$ cat src/sv/jsu_pkg.sv
`default_nettype none

package jsu_pkg;

    // Characters of interest
    localparam logic [7:0] CH_QUOTE  = 8'h22;
    localparam logic [7:0] CH_BSLASH = 8'h5C;
    localparam logic [7:0] CH_SLASH  = 8'h2F;
    localparam logic [7:0] CH_B      = 8'h62;
    localparam logic [7:0] CH_F      = 8'h66;
    localparam logic [7:0] CH_N      = 8'h6E;
    localparam logic [7:0] CH_R      = 8'h72;
    localparam logic [7:0] CH_T      = 8'h74;
    localparam logic [7:0] CH_U      = 8'h75;

    localparam logic [7:0] CTL_BS  = 8'h08;
    localparam logic [7:0] CTL_FF  = 8'h0C;
    localparam logic [7:0] CTL_LF  = 8'h0A;
    localparam logic [7:0] CTL_CR  = 8'h0D;
    localparam logic [7:0] CTL_TAB = 8'h09;

    localparam logic [15:0] HI_SURR_MIN = 16'hD800;
    localparam logic [15:0] HI_SURR_MAX = 16'hDBFF;
    localparam logic [15:0] LO_SURR_MIN = 16'hDC00;
    localparam logic [15:0] LO_SURR_MAX = 16'hDFFF;
    localparam logic [20:0] SUPP_BASE   = 21'h10000;
    localparam logic [20:0] CP_REPLACE  = 21'h0FFFD;

    localparam int unsigned MAX_RES = 4;
    localparam int unsigned CNT_W   = $clog2(MAX_RES + 1);
    localparam int unsigned IDX_W   = $clog2(MAX_RES);

    typedef enum logic [5:0] {
        PH_NORMAL  = 6'b000001,
        PH_ESC     = 6'b000010,
        PH_HEX_HI  = 6'b000100,
        PH_WAIT_BS = 6'b001000,
        PH_WAIT_U  = 6'b010000,
        PH_HEX_LO  = 6'b100000
    } phase_t;

    typedef struct packed {
        phase_t        phase;
        logic [15:0]   high_code;
        logic [15:0]   low_code;
        logic [1:0]    hex_count;
        logic          error_seen;
    } jsu_state_t;

    localparam jsu_state_t STATE_RESET = '{
        phase:      PH_NORMAL,
        high_code:  16'h0000,
        low_code:   16'h0000,
        hex_count:  2'd0,
        error_seen: 1'b0
    };

    typedef struct packed {
        logic [7:0] raw_byte;
        logic       string_end;
    } jsu_in_t;

    typedef struct packed {
        logic [7:0] out_byte;
        logic       run_last;
        logic       bad_escape;
    } jsu_out_t;

    // Results of one item, filled in order
    typedef struct packed {
        logic [MAX_RES-1:0][7:0] data;
        logic [MAX_RES-1:0]      bad;
        logic [CNT_W-1:0]        cnt;
    } jsu_grp_t;

    typedef struct packed {
        logic       hit;
        logic [7:0] value;
    } esc_map_t;

    function automatic logic [4:0] hex_val(input logic [7:0] c);
        logic [4:0] v;
        v = 5'd16;
        if (c inside {[8'h30:8'h39]}) begin
            v = 5'(c - 8'h30);
        end
        else if (c inside {[8'h61:8'h66]}) begin
            v = 5'(c - 8'h57);
        end
        else if (c inside {[8'h41:8'h46]}) begin
            v = 5'(c - 8'h37);
        end
        return v;
    endfunction

    function automatic esc_map_t esc_map(input logic [7:0] c);
        esc_map_t m;
        m.hit = 1'b1;
        case (c)
            CH_QUOTE:  m.value = CH_QUOTE;
            CH_BSLASH: m.value = CH_BSLASH;
            CH_SLASH:  m.value = CH_SLASH;
            CH_B:      m.value = CTL_BS;
            CH_F:      m.value = CTL_FF;
            CH_N:      m.value = CTL_LF;
            CH_R:      m.value = CTL_CR;
            CH_T:      m.value = CTL_TAB;
            default:
            begin
                m.hit   = 1'b0;
                m.value = 8'h00;
            end
        endcase
        return m;
    endfunction

    function automatic jsu_grp_t grp_put(input jsu_grp_t g, input logic [7:0] b,
                                         input logic bad);
        jsu_grp_t r;
        r = g;
        if (g.cnt < CNT_W'(MAX_RES)) begin
            r.data[g.cnt[IDX_W-1:0]] = b;
            r.bad[g.cnt[IDX_W-1:0]]  = bad;
            r.cnt = g.cnt + CNT_W'(1);
        end
        return r;
    endfunction

    // UTF-8 encode of one code point
    function automatic jsu_grp_t grp_put_cp(input jsu_grp_t g, input logic [20:0] cp);
        jsu_grp_t r;
        r = g;
        if (cp < 21'h80) begin
            r = grp_put(r, {1'b0, cp[6:0]}, 1'b0);
        end
        else if (cp < 21'h800) begin
            r = grp_put(r, {3'b110, cp[10:6]}, 1'b0);
            r = grp_put(r, {2'b10, cp[5:0]}, 1'b0);
        end
        else if (cp < SUPP_BASE) begin
            r = grp_put(r, {4'b1110, cp[15:12]}, 1'b0);
            r = grp_put(r, {2'b10, cp[11:6]}, 1'b0);
            r = grp_put(r, {2'b10, cp[5:0]}, 1'b0);
        end
        else begin
            r = grp_put(r, {5'b11110, cp[20:18]}, 1'b0);
            r = grp_put(r, {2'b10, cp[17:12]}, 1'b0);
            r = grp_put(r, {2'b10, cp[11:6]}, 1'b0);
            r = grp_put(r, {2'b10, cp[5:0]}, 1'b0);
        end
        return r;
    endfunction

endpackage

`default_nettype wire

$ cat src/sv/json_string_unescape_utf8_core.sv
// JSON string unescaper, raw string body bytes in, UTF-8 bytes out.
//
// Input channel (byte_valid / byte_stall / byte_item): one raw byte of a
// string body per item; string_end marks the last byte of the string.
// Output channel (res_valid / res_stall / res_item): one decoded byte per
// item. An input item gives zero to four result items; run_last marks the
// last one of that group, bad_escape flags the single error item of a
// malformed escape (its out_byte is zero). After an error the rest of the
// string gives nothing until string_end.
// An accepted byte is held in the input register while it is decoded;
// its results are then loaded into the group register feeding the port.
// Throughput: one input item per cycle while each gives at most one
// result and the output does not stall; the single-entry group register
// sends a group one byte per cycle unless stalled; a new group loads once
// the last byte is taken. Items giving no result pass without waiting.
// Reset: decode state returns to normal text, both stages empty.
// A stall on the output holds the current byte steady; the input stage
// then fills and byte_stall rises until the group register frees.
`default_nettype none

module json_string_unescape_utf8_core (
    input  wire                    clk,
    input  wire                    rst_n,
    input  wire                    byte_valid,
    output logic                   byte_stall,
    input  wire jsu_pkg::jsu_in_t  byte_item,
    output logic                   res_valid,
    input  wire                    res_stall,
    output jsu_pkg::jsu_out_t      res_item
);

    // input register
    jsu_pkg::jsu_in_t    in_reg;
    logic                in_vld_reg;
    logic                in_vld_next;

    // decode state
    jsu_pkg::jsu_state_t st_reg;
    jsu_pkg::jsu_state_t st_next;

    // result group register and read index
    jsu_pkg::jsu_grp_t   dec_grp;
    jsu_pkg::jsu_grp_t   grp_reg;
    logic                grp_vld_reg;
    logic                grp_vld_next;
    logic [jsu_pkg::IDX_W-1:0] idx_reg;
    logic [jsu_pkg::IDX_W-1:0] idx_next;

    logic                byte_take;
    logic                res_take;
    logic                grp_done;
    logic                is_last;
    logic                advance;
    logic                grp_load;

    jsu_step u_step (
        .st      (st_reg),
        .item    (in_reg),
        .st_next (st_next),
        .grp     (dec_grp)
    );

    assign is_last  = (jsu_pkg::CNT_W'(idx_reg) + jsu_pkg::CNT_W'(1)) == grp_reg.cnt;
    assign res_take = res_valid && !res_stall;
    assign grp_done = res_take && is_last;

    // an item with no result never waits for the output side
    assign advance  = in_vld_reg &&
                      (dec_grp.cnt == '0 || !grp_vld_reg || grp_done);
    assign grp_load = advance && (dec_grp.cnt != '0);

    assign byte_stall = in_vld_reg && !advance;
    assign byte_take  = byte_valid && !byte_stall;

    always_comb
    begin
        in_vld_next = in_vld_reg;
        if (byte_take) begin
            in_vld_next = 1'b1;
        end
        else if (advance) begin
            in_vld_next = 1'b0;
        end

        grp_vld_next = grp_vld_reg;
        idx_next     = idx_reg;
        if (grp_load) begin
            grp_vld_next = 1'b1;
            idx_next     = '0;
        end
        else if (grp_done) begin
            grp_vld_next = 1'b0;
        end
        else if (res_take) begin
            idx_next = idx_reg + jsu_pkg::IDX_W'(1);
        end
    end

    always_ff @(posedge clk or negedge rst_n)
    begin
        if (!rst_n) begin
            in_vld_reg  <= 1'b0;
            grp_vld_reg <= 1'b0;
            idx_reg     <= '0;
            st_reg      <= jsu_pkg::STATE_RESET;
        end
        else begin
            in_vld_reg  <= in_vld_next;
            grp_vld_reg <= grp_vld_next;
            idx_reg     <= idx_next;
            if (advance) begin
                st_reg <= st_next;
            end
        end
    end

    always_ff @(posedge clk)
    begin
        if (byte_take) begin
            in_reg <= byte_item;
        end
        if (grp_load) begin
            grp_reg <= dec_grp;
        end
    end

    assign res_valid           = grp_vld_reg;
    assign res_item.out_byte   = grp_reg.data[idx_reg];
    assign res_item.bad_escape = grp_reg.bad[idx_reg];
    assign res_item.run_last   = is_last;

`ifndef NO_ASSERTIONS
    // read index always inside the loaded group
    assert property (@(posedge clk) disable iff (!rst_n)
        grp_vld_reg |-> (jsu_pkg::CNT_W'(idx_reg) < grp_reg.cnt))
        else $error("result index beyond group");

    // the error item is always last of its group and carries a zero byte
    assert property (@(posedge clk) disable iff (!rst_n)
        (res_valid && res_item.bad_escape) |->
        (res_item.run_last && res_item.out_byte == 8'h00))
        else $error("error item not last or not zero");

    // end of string returns decode state to reset
    assert property (@(posedge clk) disable iff (!rst_n)
        (advance && in_reg.string_end) |=> (st_reg == jsu_pkg::STATE_RESET))
        else $error("state not cleared at string end");

    // no new group may overwrite one still being sent
    assert property (@(posedge clk) disable iff (!rst_n)
        (grp_load && grp_vld_reg) |-> grp_done)
        else $error("group overwritten before drained");
`endif

endmodule

`default_nettype wire

$ cat src/sv/jsu_step.sv
`default_nettype none

// One decode step: state and one raw byte in, next state and results out.
module jsu_step (
    input  wire jsu_pkg::jsu_state_t st,
    input  wire jsu_pkg::jsu_in_t    item,
    output jsu_pkg::jsu_state_t      st_next,
    output jsu_pkg::jsu_grp_t        grp
);

    logic [4:0]          hexd;
    logic [15:0]         high_new;
    logic [15:0]         low_new;
    logic                esc_now;
    jsu_pkg::esc_map_t   em;
    jsu_pkg::jsu_state_t nx;
    jsu_pkg::jsu_grp_t   g;

    assign hexd     = jsu_pkg::hex_val(item.raw_byte);
    assign high_new = {st.high_code[11:0], hexd[3:0]};
    assign low_new  = {st.low_code[11:0], hexd[3:0]};
    assign em       = jsu_pkg::esc_map(item.raw_byte);

    always_comb
    begin
        nx      = st;
        g       = '0;
        esc_now = 1'b0;
        if (!st.error_seen) begin
            case (st.phase)
                jsu_pkg::PH_ESC:
                begin
                    esc_now = 1'b1;
                end
                jsu_pkg::PH_HEX_HI, jsu_pkg::PH_HEX_LO:
                begin
                    if (hexd[4]) begin
                        nx.error_seen = 1'b1;
                        nx.phase      = jsu_pkg::PH_NORMAL;
                        g = jsu_pkg::grp_put(g, 8'h00, 1'b1);
                    end
                    else begin
                        if (st.phase == jsu_pkg::PH_HEX_HI) begin
                            nx.high_code = high_new;
                        end
                        else begin
                            nx.low_code = low_new;
                        end
                        if (st.hex_count != 2'd3) begin
                            nx.hex_count = st.hex_count + 2'd1;
                        end
                        else begin
                            nx.hex_count = 2'd0;
                            nx.phase     = jsu_pkg::PH_NORMAL;
                            if (st.phase == jsu_pkg::PH_HEX_HI) begin
                                if (high_new inside {[jsu_pkg::HI_SURR_MIN:
                                                      jsu_pkg::HI_SURR_MAX]}) begin
                                    nx.phase = jsu_pkg::PH_WAIT_BS;
                                end
                                else begin
                                    g = jsu_pkg::grp_put_cp(g, {5'd0, high_new});
                                end
                            end
                            else if (low_new inside {[jsu_pkg::LO_SURR_MIN:
                                                      jsu_pkg::LO_SURR_MAX]}) begin
                                // pair: 0x10000 + high[9:0]:low[9:0]
                                g = jsu_pkg::grp_put_cp(g, jsu_pkg::SUPP_BASE +
                                    {1'b0, st.high_code[9:0], low_new[9:0]});
                            end
                            else begin
                                g = jsu_pkg::grp_put_cp(g, jsu_pkg::CP_REPLACE);
                            end
                        end
                    end
                end
                jsu_pkg::PH_WAIT_BS:
                begin
                    if (item.raw_byte == jsu_pkg::CH_BSLASH) begin
                        nx.phase = jsu_pkg::PH_WAIT_U;
                    end
                    else begin
                        g = jsu_pkg::grp_put_cp(g, jsu_pkg::CP_REPLACE);
                        g = jsu_pkg::grp_put(g, item.raw_byte, 1'b0);
                        nx.phase = jsu_pkg::PH_NORMAL;
                    end
                end
                jsu_pkg::PH_WAIT_U:
                begin
                    if (item.raw_byte == jsu_pkg::CH_U) begin
                        nx.phase     = jsu_pkg::PH_HEX_LO;
                        nx.low_code  = 16'h0000;
                        nx.hex_count = 2'd0;
                    end
                    else begin
                        g = jsu_pkg::grp_put_cp(g, jsu_pkg::CP_REPLACE);
                        esc_now = 1'b1;
                    end
                end
                default:
                begin
                    if (item.raw_byte == jsu_pkg::CH_BSLASH) begin
                        nx.phase = jsu_pkg::PH_ESC;
                    end
                    else begin
                        g = jsu_pkg::grp_put(g, item.raw_byte, 1'b0);
                    end
                end
            endcase

            // escape character after a backslash
            if (esc_now) begin
                if (em.hit) begin
                    g = jsu_pkg::grp_put(g, em.value, 1'b0);
                    nx.phase = jsu_pkg::PH_NORMAL;
                end
                else if (item.raw_byte == jsu_pkg::CH_U) begin
                    nx.phase     = jsu_pkg::PH_HEX_HI;
                    nx.high_code = 16'h0000;
                    nx.hex_count = 2'd0;
                end
                else begin
                    nx.error_seen = 1'b1;
                    nx.phase      = jsu_pkg::PH_NORMAL;
                    g = jsu_pkg::grp_put(g, 8'h00, 1'b1);
                end
            end
        end

        // string end: flush what is pending, then back to reset state
        if (item.string_end) begin
            if (!nx.error_seen) begin
                if (nx.phase == jsu_pkg::PH_WAIT_BS) begin
                    g = jsu_pkg::grp_put_cp(g, jsu_pkg::CP_REPLACE);
                end
                else if (nx.phase == jsu_pkg::PH_WAIT_U) begin
                    g = jsu_pkg::grp_put_cp(g, jsu_pkg::CP_REPLACE);
                    g = jsu_pkg::grp_put(g, 8'h00, 1'b1);
                end
                else if (nx.phase == jsu_pkg::PH_ESC || nx.phase == jsu_pkg::PH_HEX_HI ||
                         nx.phase == jsu_pkg::PH_HEX_LO) begin
                    g = jsu_pkg::grp_put(g, 8'h00, 1'b1);
                end
            end
            nx = jsu_pkg::STATE_RESET;
        end
    end

    assign st_next = nx;
    assign grp     = g;

endmodule

`default_nettype wire
$ cat config.mk
export PLATFORM = sky130hd
export DESIGN_NAME = json_string_unescape_utf8_core
export DESIGN_NICKNAME = d
export VERILOG_FILES = /design/src/sv/jsu_pkg.sv /design/src/sv/json_string_unescape_utf8_core.sv /design/src/sv/jsu_step.sv
export SDC_FILE = /design/constraint.sdc
export NUM_CORES = 1
export LEC_CHECK = 0
export BUFFER_PORTS_ARGS = -buffer_cell sky130_fd_sc_hd__clkbuf_2
export CELL_PAD_IN_SITES_DETAIL_PLACEMENT = 1
export CELL_PAD_IN_SITES_GLOBAL_PLACEMENT = 2
export CORE_ASPECT_RATIO = 0.75
export CORE_MARGIN = 4
export CORE_UTILIZATION = 40
export DETAILED_ROUTE_END_ITERATION = 10
export PLACE_DENSITY = 0.93
export SLEW_MARGIN = 5
export SYNTH_ARGS = -nofsm -noshare
export SYNTH_HDL_FRONTEND = slang
export SYNTH_SLANG_ARGS = --single-unit
$ cat constraint.sdc
create_clock -name clk -period 9.1 [get_ports clk]
set_clock_uncertainty 0.05 [all_clocks]
set_input_delay 0.455 -clock clk [delete_from_list [all_inputs] [get_ports clk]]
set_output_delay 0.455 -clock clk [all_outputs]
set_load 0.02 [all_outputs]
Yosys cells after proc, flatten, opt, wreduce, memory -nomap -nowiden
Cells that the tools add are included.
{ "totals": {"inputBits": 13, "elab_cells": 671, "output_inout_bits": 12, "reg_bits": 89} }
{ "classes": {"add_sub_neg": 30, "n_eq_ne": 26, "n_lt_le_gt_ge": 85, "mux": 375, "bitwise": 86, "reduce_logical": 53} }
{ "op_table": {"columns": ["cell", "n"], "rows": [
  ["$mux W39", 115],
  ["$mux W8", 78],
  ["$demux W8 S2", 23],
  ["$bwmux W32", 11],
  ["$mux W4", 56],
  ["$pmux W39 S4", 1],
  ["$or A24 B24 Y24", 5],
  ["$not A4 Y4", 28],
  ["$and A32 B32 Y32", 3],
  ["$not A32 Y32", 3],
  ["$or A28 B28 Y28", 3],
  ["$or A7 B28 Y28", 3],
  ["$mux W41", 2],
  ["$mux W16", 5],
  ["$lt A2 B3 Y1 const B", 24],
  ["$add A3 B1 Y3 const B", 23],
  ["$lt A3 B3 Y1 const B", 23],
  ["$and A4 B4 Y4", 17],
  ["$eq A8 B7 Y1 const B", 7],
  ["$pmux W7 S8", 1],
  ["$demux W1 S2", 23],
  ["$ge A2 B1 Y1 const B", 23],
  ["$and A1 B4 Y4", 11],
  ["$and A8 B8 Y8", 5],
  ["52 further kinds", 162]
]} }

Depth between registers and ports, before layout
Gate-level depths: netlist of the first run.
{ "depth": {"ltp_word": 128, "depth_mapped": 32, "depth_no_buf": 29} }

Cells and area by module
Synthesis of the first run repeated with hierarchy kept, for this count alone.
{ "hier_totals": {"hier_cells": 929, "area_unflattened_um2": 8254.2} }
{ "modules_own_cells": {"columns": ["mod", "n_inst", "area_each_um2", "cells_each", "seq_area_each_um2"], "rows": [
  ["jsu_step", 1, 4636.9, 753, 0.0],
  ["json_string_unescape_utf8_core", 1, 3617.2, 176, 2568.7]
]} }

Least setup slack after synthesis of the first run
No wires, ideal clock.
{ "synth_timing": {"path_type": "reg2reg", "from": "reg in_reg[1] (netlist bit)", "to": "reg in_reg[0] (netlist bit) (enable)", "arrival_ns": 7.392, "required_time_ns": 8.675, "synth_period_minus_slack_ns": 7.818, "setup_slack_ns": 1.282, "path_stages_with_launch": 30, "setup_time_ns": 0.375, "path_buffers": 0, "cell_sequence": "edfxtp_1 -> inv_1 -> ha_1 -> o21ba_2 -> o21ai_1 -> mux2_2 -> a2111oi_4 -> nor3_1 -> or4_1 -> ha_1 -> nand2_1 -> a21oi_1 -> inv_1 -> ha_1 -> inv_1 -> a221o_1 -> inv_1 -> ha_1 -> o21ai_0 -> inv_1 -> ha_1 -> o31a_1 -> ha_1 -> or3_1 -> a21oi_1 -> a2bb2oi_1 -> o31ai_2 -> or3_1 -> and3_1 -> nor2b_1"} }
{ "synth_lines": {"columns": ["element", "line_no", "text"], "rows": [
  ["start, declared", "json_string_unescape_utf8_core.sv:33", "jsu_pkg::jsu_in_t in_reg;"],
  ["start signal, assigned", "json_string_unescape_utf8_core.sv:120", "in_reg <= byte_item;"]
]} }

==> impl_results.md, run 1 <==
* CTS tree: built
* Final Hold Violating Endpoints at 0
* Final setup fails at 0
* CTS H-Tree Depth at 3
* Final setup margin at 0.3790 ns
* CP most frequent cell: ha_1
* Syn Nets at 866
* Hold Slack at 0.2033 ns
* Inst Count DP at 1044
* Final worst path period need at 8.721 ns
* Slew Limit Fails at 0
* Crit-path leading delay family: compound AO/OA/AOI/OAI gates
* Clock transition at path regs at 0.07 ns
* Met3 WL at 2104 um
* Wirelength per Cell at 24.71 um
* Bufs and invs on worst path at 5
* Sequential-to-total area share from yosys stat at 33.58%
* Num Clock Sinks at 85
* YS warnings at 0
* Worst path depth at 29
* Clock Tree Buf Depth at 2
* Starting Density at 41.29%
* Clock buffer count from CTS at 9
* Design Power at 1.486 mW
* WL met1 at 12410 um
* Die area at 19850 um2
* Cts hold-fix bufs at 0
* Final non-filler cell total at 1065
* Reg2reg path depth at 28
* Antenna cells at 0
* Routability congestion estimate at 0.9591
* Prevailing post-synth register cell: edfxtp_1
* Peak fanout along the critical path at 7
* GRT Util Overall at 26.38%
* Peak supply drop at 0.00009804 V
* Max reg flops at 39
* Fin crit share at 95.84%
* IO Port Bufs at 24
* TNS Setup at 0 ns
* Slowest-stage cell, CP: edfxtp_1
* DRC at 0
* Worst path max stage delay at 0.52 ns
* Yosys cell types at 89
* CP Data Arrival Time at 8.22 ns
* Avg Inst Size Synth at 8.561 um2
* Area grow syn2layout at 8.744%
* Syn Inst Count at 824
* TritonRoute pass-1 iters at 5
* Total Wirelength at 26310 um
* Outcome: finished, final reports clean
* Vias in the first global route at 6950
* Post-DP Area at 7336 um2
* Worst Path Class, Setup: flip-flop to output pin
* I/O pin count at 25
* Post-DRT Antenna Nets at 0
* Post-synthesis register bit count at 85
* Ys async rst share at 43.53%
* Top sig layer: met4
* Die width at 161.3 um
* First-pass GRT wire length at 40980 um
* Actual slew at the worst max-slew pin at 0.9881 ns
* Row count at 41
* Crit start category: flip-flop
* Post-DR vias/cell at 6.623
* # nets final at 866
* Fmax at 0.1147 GHz
* Met2 WL at 11490 um
* Largest net degree at the start of global routing at 42
* Die Ht at 123.0 um
* Max_slew headroom at 34.13%
* Vias at 7053
* Fin area at 7671 um2
* Core area at 17080 um2
* Pwr dens at 193.7 nW/um2
* DP HPWL at 20150 um
* CP endpoint kind: output pin
* Clock Tree Root: clkbuf_16
* Remaining Overflow, GRT at 0
* Clk_lat worst skew at 0.35 ns
* Leak at 2.860 nW
* Initial antenna violation count at 0
* RSZ-0062 raised after global routing: false
* Worst Hold Class: input pin to async pin
* Post-Syn Area at 7054 um2
* Max cap viols at 0
* Share of cells above drive strength 1 at 11.70%
* DRT iter0 DRCs at 822
* Post-layout util at 44.91%
* Worst EP required at 8.60 ns
* DP Worst Slack at 0.3318 ns
* Post-synth EDFFs at 48
-- path summary, 6_finish.rpt --
| path | from | endpoint | slack (ns) |
|---|---|---|---|
| max | in_reg[1] | byte_stall | 0.38 |
| min | rst_n | st_reg[7] | 0.20 |
| max reg2reg | in_reg[1] | grp_reg[34] | 0.61 |
| min reg2reg | st_reg[11] | st_reg[11] | 0.46 |
| max in group asynchronous | rst_n | st_reg[40] | 8.18 |
| min in group clk | byte_item[0] | in_reg[0] | 0.22 |
-- timing repair --
item                       CTS  global route
setup buffers                0             5
setup endpoints to repair    0            82
resized for setup            0             4
-- routing by layer --
layer	GRT usage, %	vias to the layer above
met5	0	-
met4	5.168	0
met3	5.165	28
met2	39.82	305
met1	39.55	3568
li1	-	3152
-- synthesized netlist by cell type, types with 10 or more instances --
cell       n  area (um2)
xnor2_1   10       87.58
dfrtp_1   36       900.9
inv_1     22       82.58
a21oi_1   66       330.3
clkbuf_1  30       112.6
and2_1    12       75.07
and3_1    12       75.07
o211ai_1  12       90.09
nor3_1    21       105.1
or3_1     11       68.82
ha_1      29       362.9
nand2_1   82       307.8
o21ai_0   49       245.2
a31oi_1   14       87.58
buf_2     15       75.07
nand3_1   33       165.2
edfxtp_1  48        1441
o22ai_1   12       75.07
nor2_1    77       289.0
a22o_1    25       219.0
nand4_1   10       62.56
-- cells in the final DEF (no fill, tap or decap), types with 11 or more instances in the layout --
| master | count |
|---|---|
| nand2_1 | 82 |
| nor2_1 | 77 |
| a21oi_1 | 65 |
| o21ai_0 | 48 |
| edfxtp_1 | 48 |
| dfrtp_1 | 36 |
| nand3_1 | 33 |
| ha_1 | 29 |
| a22o_1 | 25 |
| clkbuf_2 | 24 |
| inv_1 | 22 |
| nor3_1 | 21 |
| buf_4 | 20 |
| a31oi_1 | 14 |
| and2_1 | 12 |
| o22ai_1 | 12 |
| o211ai_1 | 12 |
| or3_1 | 11 |
| and3_1 | 11 |
-- kinds of logic after synthesis --
family	after synthesis	share of synthesized area, %
muxes	16	3.920
adders and majority gates	29	5.144
and+or+nand+nor	316	22.42
DFF	85	33.58
xor gates and xnor gates	15	1.862
buffers and inverters	79	4.789
AOI/OAI and AO/OA	284	28.29
-- worst reg2reg max path, delay by kind of cell (launching register included) --
kind	cells	cell delay, ns
fa+ha+maj	6	1.77
simple gates	8	2.54
flops	1	0.52
buf+inv	4	0.51
compound gates	10	2.70
-- area by class of cell --
class / instances / area (um2)
clock buffer: 9 / 225.2
clock inverter: 7 / 63.81
fill: 2027 / 9412
inverter: 24 / 90.09
multi-input combinational: 660 / 4358
sequential: 85 / 2369
tap: 236 / 295.3
timing repair buffer: 44 / 270.3
-- power by group --
part / internal (mW) / switching, mW / total [mW] / leakage, nW
logic: 0.205 / 0.339 / 0.544 / 1.78
registers: 0.491 / 0.0891 / 0.580 / 0.943
clock network: 0.192 / 0.170 / 0.362 / 0.138
total: 0.888 / 0.598 / 1.49 / 2.86
(Power assumes the default switching activity.)
==> run 2, diff against run 1 <==
--- a/config.mk
+++ b/config.mk
@@ -10,9 +10,9 @@
 export CELL_PAD_IN_SITES_GLOBAL_PLACEMENT = 2
 export CORE_ASPECT_RATIO = 0.75
 export CORE_MARGIN = 4
-export CORE_UTILIZATION = 40
+export CORE_UTILIZATION = 35
 export DETAILED_ROUTE_END_ITERATION = 10
-export PLACE_DENSITY = 0.93
+export PLACE_DENSITY = 0.84
 export SLEW_MARGIN = 5
 export SYNTH_ARGS = -nofsm -noshare
 export SYNTH_HDL_FRONTEND = slang
==> run 2 against run 1 <==
Against the previous run:
- register-to-register slack better by 0.19 ns
- first-iteration DRC count is 8.8% lower
- total power is 0.44% lower
- critical path depth is 1 higher
- utilization is 5.8 points lower
- cell area hardly changed
- final cell count is 1.4% higher
- global-route usage is 2.9 points lower
- via count is 2.5% lower
- wire length is 2.0% lower
- sequential cell count stayed put
- largest cell class unchanged
==> impl_results.md, run 2 (same netlist as run 1, synthesis figures left out) <==
* Outcome: finished, final reports clean (unchanged)
* Total Wirelength at 25800 um (was 26310 um)
* Starting Density at 35.99% (was 41.29%)
* Clock Tree Buf Depth at 2 (unchanged)
* Vias in the first global route at 6668 (was 6950)
* Area occupied by multi-input gates at 4349 um2 (was 4358 um2)
* Die width at 171.9 um (was 161.3 um)
* Slew Limit Fails at 0 (unchanged)
* Crit start category: flip-flop (unchanged)
* Crit-path leading delay family: compound AO/OA/AOI/OAI gates (unchanged)
* CTS tree: built (unchanged)
* Clock transition at path regs at 0.07 ns (about the same)
* Post-DR vias/cell at 6.370 (was 6.623)
* Final Hold Violating Endpoints at 0 (unchanged)
* Bufs and invs on worst path at 7 (was 5)
* DRT iter0 DRCs at 750 (was 822)
* Core area at 19600 um2 (was 17080 um2)
* Initial antenna violation count at 0 (unchanged)
* RSZ-0062 raised after global routing: false (unchanged)
* Post-DRT Antenna Nets at 0 (unchanged)
* Die area at 22510 um2 (was 19850 um2)
* Routability congestion estimate at 0.9136 (was 0.9591)
* Num Clock Sinks at 85 (unchanged)
* Worst path max stage delay at 0.50 ns (was 0.52 ns)
* Largest net degree at the start of global routing at 42 (unchanged)
* Remaining Overflow, GRT at 0 (unchanged)
* I/O pin count at 25 (unchanged)
* TritonRoute pass-1 iters at 5 (unchanged)
* Die Ht at 131.0 um (was 123.0 um)
* Wirelength per Cell at 23.89 um (was 24.71 um)
* DP HPWL at 19850 um (was 20150 um)
* Clk_lat worst skew at 0.36 ns (was 0.35 ns)
* Max reg flops at 39 (unchanged)
* Register area at 2369 um2 (unchanged)
* Fin crit share at 93.54% (was 95.84%)
* Post-DP Area at 7380 um2 (was 7336 um2)
* Fin area at 7667 um2 (was 7671 um2)
* TNS Setup at 0 ns (unchanged)
* First-pass GRT wire length at 40630 um (was 40980 um)
* Antenna cells at 0 (unchanged)
* Max_slew headroom at 32.72% (was 34.13%)
* Vias at 6880 (was 7053)
* Share of cells above drive strength 1 at 11.12% (was 11.70%)
* Post-CTS Setup Inserts at 0 (unchanged)
* Clock buffer count from CTS at 9 (unchanged)
* Reg2reg end: grp_reg[25] (was grp_reg[34])
* Clock Tree Root: clkbuf_16 (unchanged)
* Final worst path period need at 8.512 ns (was 8.721 ns)
* Post-layout util at 39.12% (was 44.91%)
* Design Power at 1.479 mW (was 1.486 mW)
* Cts hold-fix bufs at 0 (unchanged)
* Pwr dens at 192.9 nW/um2 (was 193.7 nW/um2)
* CP Data Arrival Time at 8.01 ns (was 8.22 ns)
* Most frequent cells in the layout: 82 x nand2_1, 77 x nor2_1, 66 x a21oi_1 (was 82 x nand2_1, 77 x nor2_1, 65 x a21oi_1)
* IO Port Bufs at 24 (unchanged)
* Leak at 2.854 nW (was 2.860 nW)
* Reg2reg path depth at 29 (was 28)
* Peak supply drop at 0.0001304 V (was 0.00009804 V)
* Worst EP required at 8.60 ns (about the same)
* Final setup fails at 0 (unchanged)
* Fmax at 0.1175 GHz (was 0.1147 GHz)
* CP most frequent cell: ha_1 (unchanged)
* Row count at 44 (was 41)
* FILL cells at 2319 (was 2027)
* Peak fanout along the critical path at 6 (was 7)
* DRC at 0 (unchanged)
* Slowest-stage cell, CP: edfxtp_1 (unchanged)
* CTS resizes at 0 (unchanged)
* R2R Path Start: in_reg[1] (unchanged)
* Final non-filler cell total at 1080 (was 1065)
* CTS H-Tree Depth at 3 (unchanged)
* Area grow syn2layout at 8.691% (was 8.744%)
* CP endpoint kind: output pin (unchanged)
* # nets final at 864 (was 866)
* Commonest non-fill, non-tap cell in the layout: nand2_1 (unchanged)
* Worst Path Class, Setup: flip-flop to output pin (unchanged)
* Actual slew at the worst max-slew pin at 0.9986 ns (was 0.9881 ns)
* Max cap viols at 0 (unchanged)
* Inst Count DP at 1064 (was 1044)
* Worst Hold Class: input pin to async pin (unchanged)
* GRT Util Overall at 23.45% (was 26.38%)
* R2R Setup Slk at 0.80 ns (was 0.61 ns)
[run 2: cell types whose count changed in the layout (fill, tap and decap cells not counted), sizes merged]
cell | previous run | this run
clkinv | 2 | 3
buf | 20 | 18
clkinvlp | 2 | 1
[run 2: worst max path at each step]
stage          startpoint  slack (ns)           to  depth (start not counted)
2_1_floorplan   in_reg[1]        1.28    in_reg[0]                         29
3_3_place_gp    in_reg[1]        0.96  grp_reg[23]                         29
4_1_cts         in_reg[1]        0.50   byte_stall                         30
3_5_place_dp    in_reg[1]        0.76  grp_reg[14]                         29
6_report        in_reg[1]        0.59   byte_stall                         30
5_1_grt         in_reg[1]        0.07   byte_stall                         30
[run 2: power by group]
group,switching (mW),internal (mW)
registers,0.0897,0.491
logic,0.333,0.201
clock network,0.173,0.191
[run 2: metal layers]
| layer | wire length (um) | up-vias | global-route usage (%) | part of all wire, % |
|---|---|---|---|---|
| met3 | 1992 | 22 | 5.504 | 7.7 |
| met2 | 10450 | 252 | 32.56 | 40 |
| met4 | 250 | 0 | 4.020 | 0.97 |
| li1 | - | 3153 | - | - |
| met1 | 13110 | 3453 | 37.02 | 51 |
| met5 | 0 | - | 0 | 0 |
[run 2: final cells by class]
type	count	share of cell area [%]
clock inverters	7	0.8159
repair buffers	42	3.329
flip-flops and latches	85	30.89
clock buffers	9	2.937
well taps	253	4.129
inverters	24	1.175
multi-input cells	660	56.72
[run 2: metrics by stage]
step	setup slack, ns	hold WS, ns
3_3_place_gp	0.9631	0.4381
2_1_floorplan	1.282	0.1094
6_report	0.5879	0.1887
5_1_grt	0.06544	0.2052
4_1_cts	0.4968	0.2054
3_5_place_dp	0.7570	0.4402
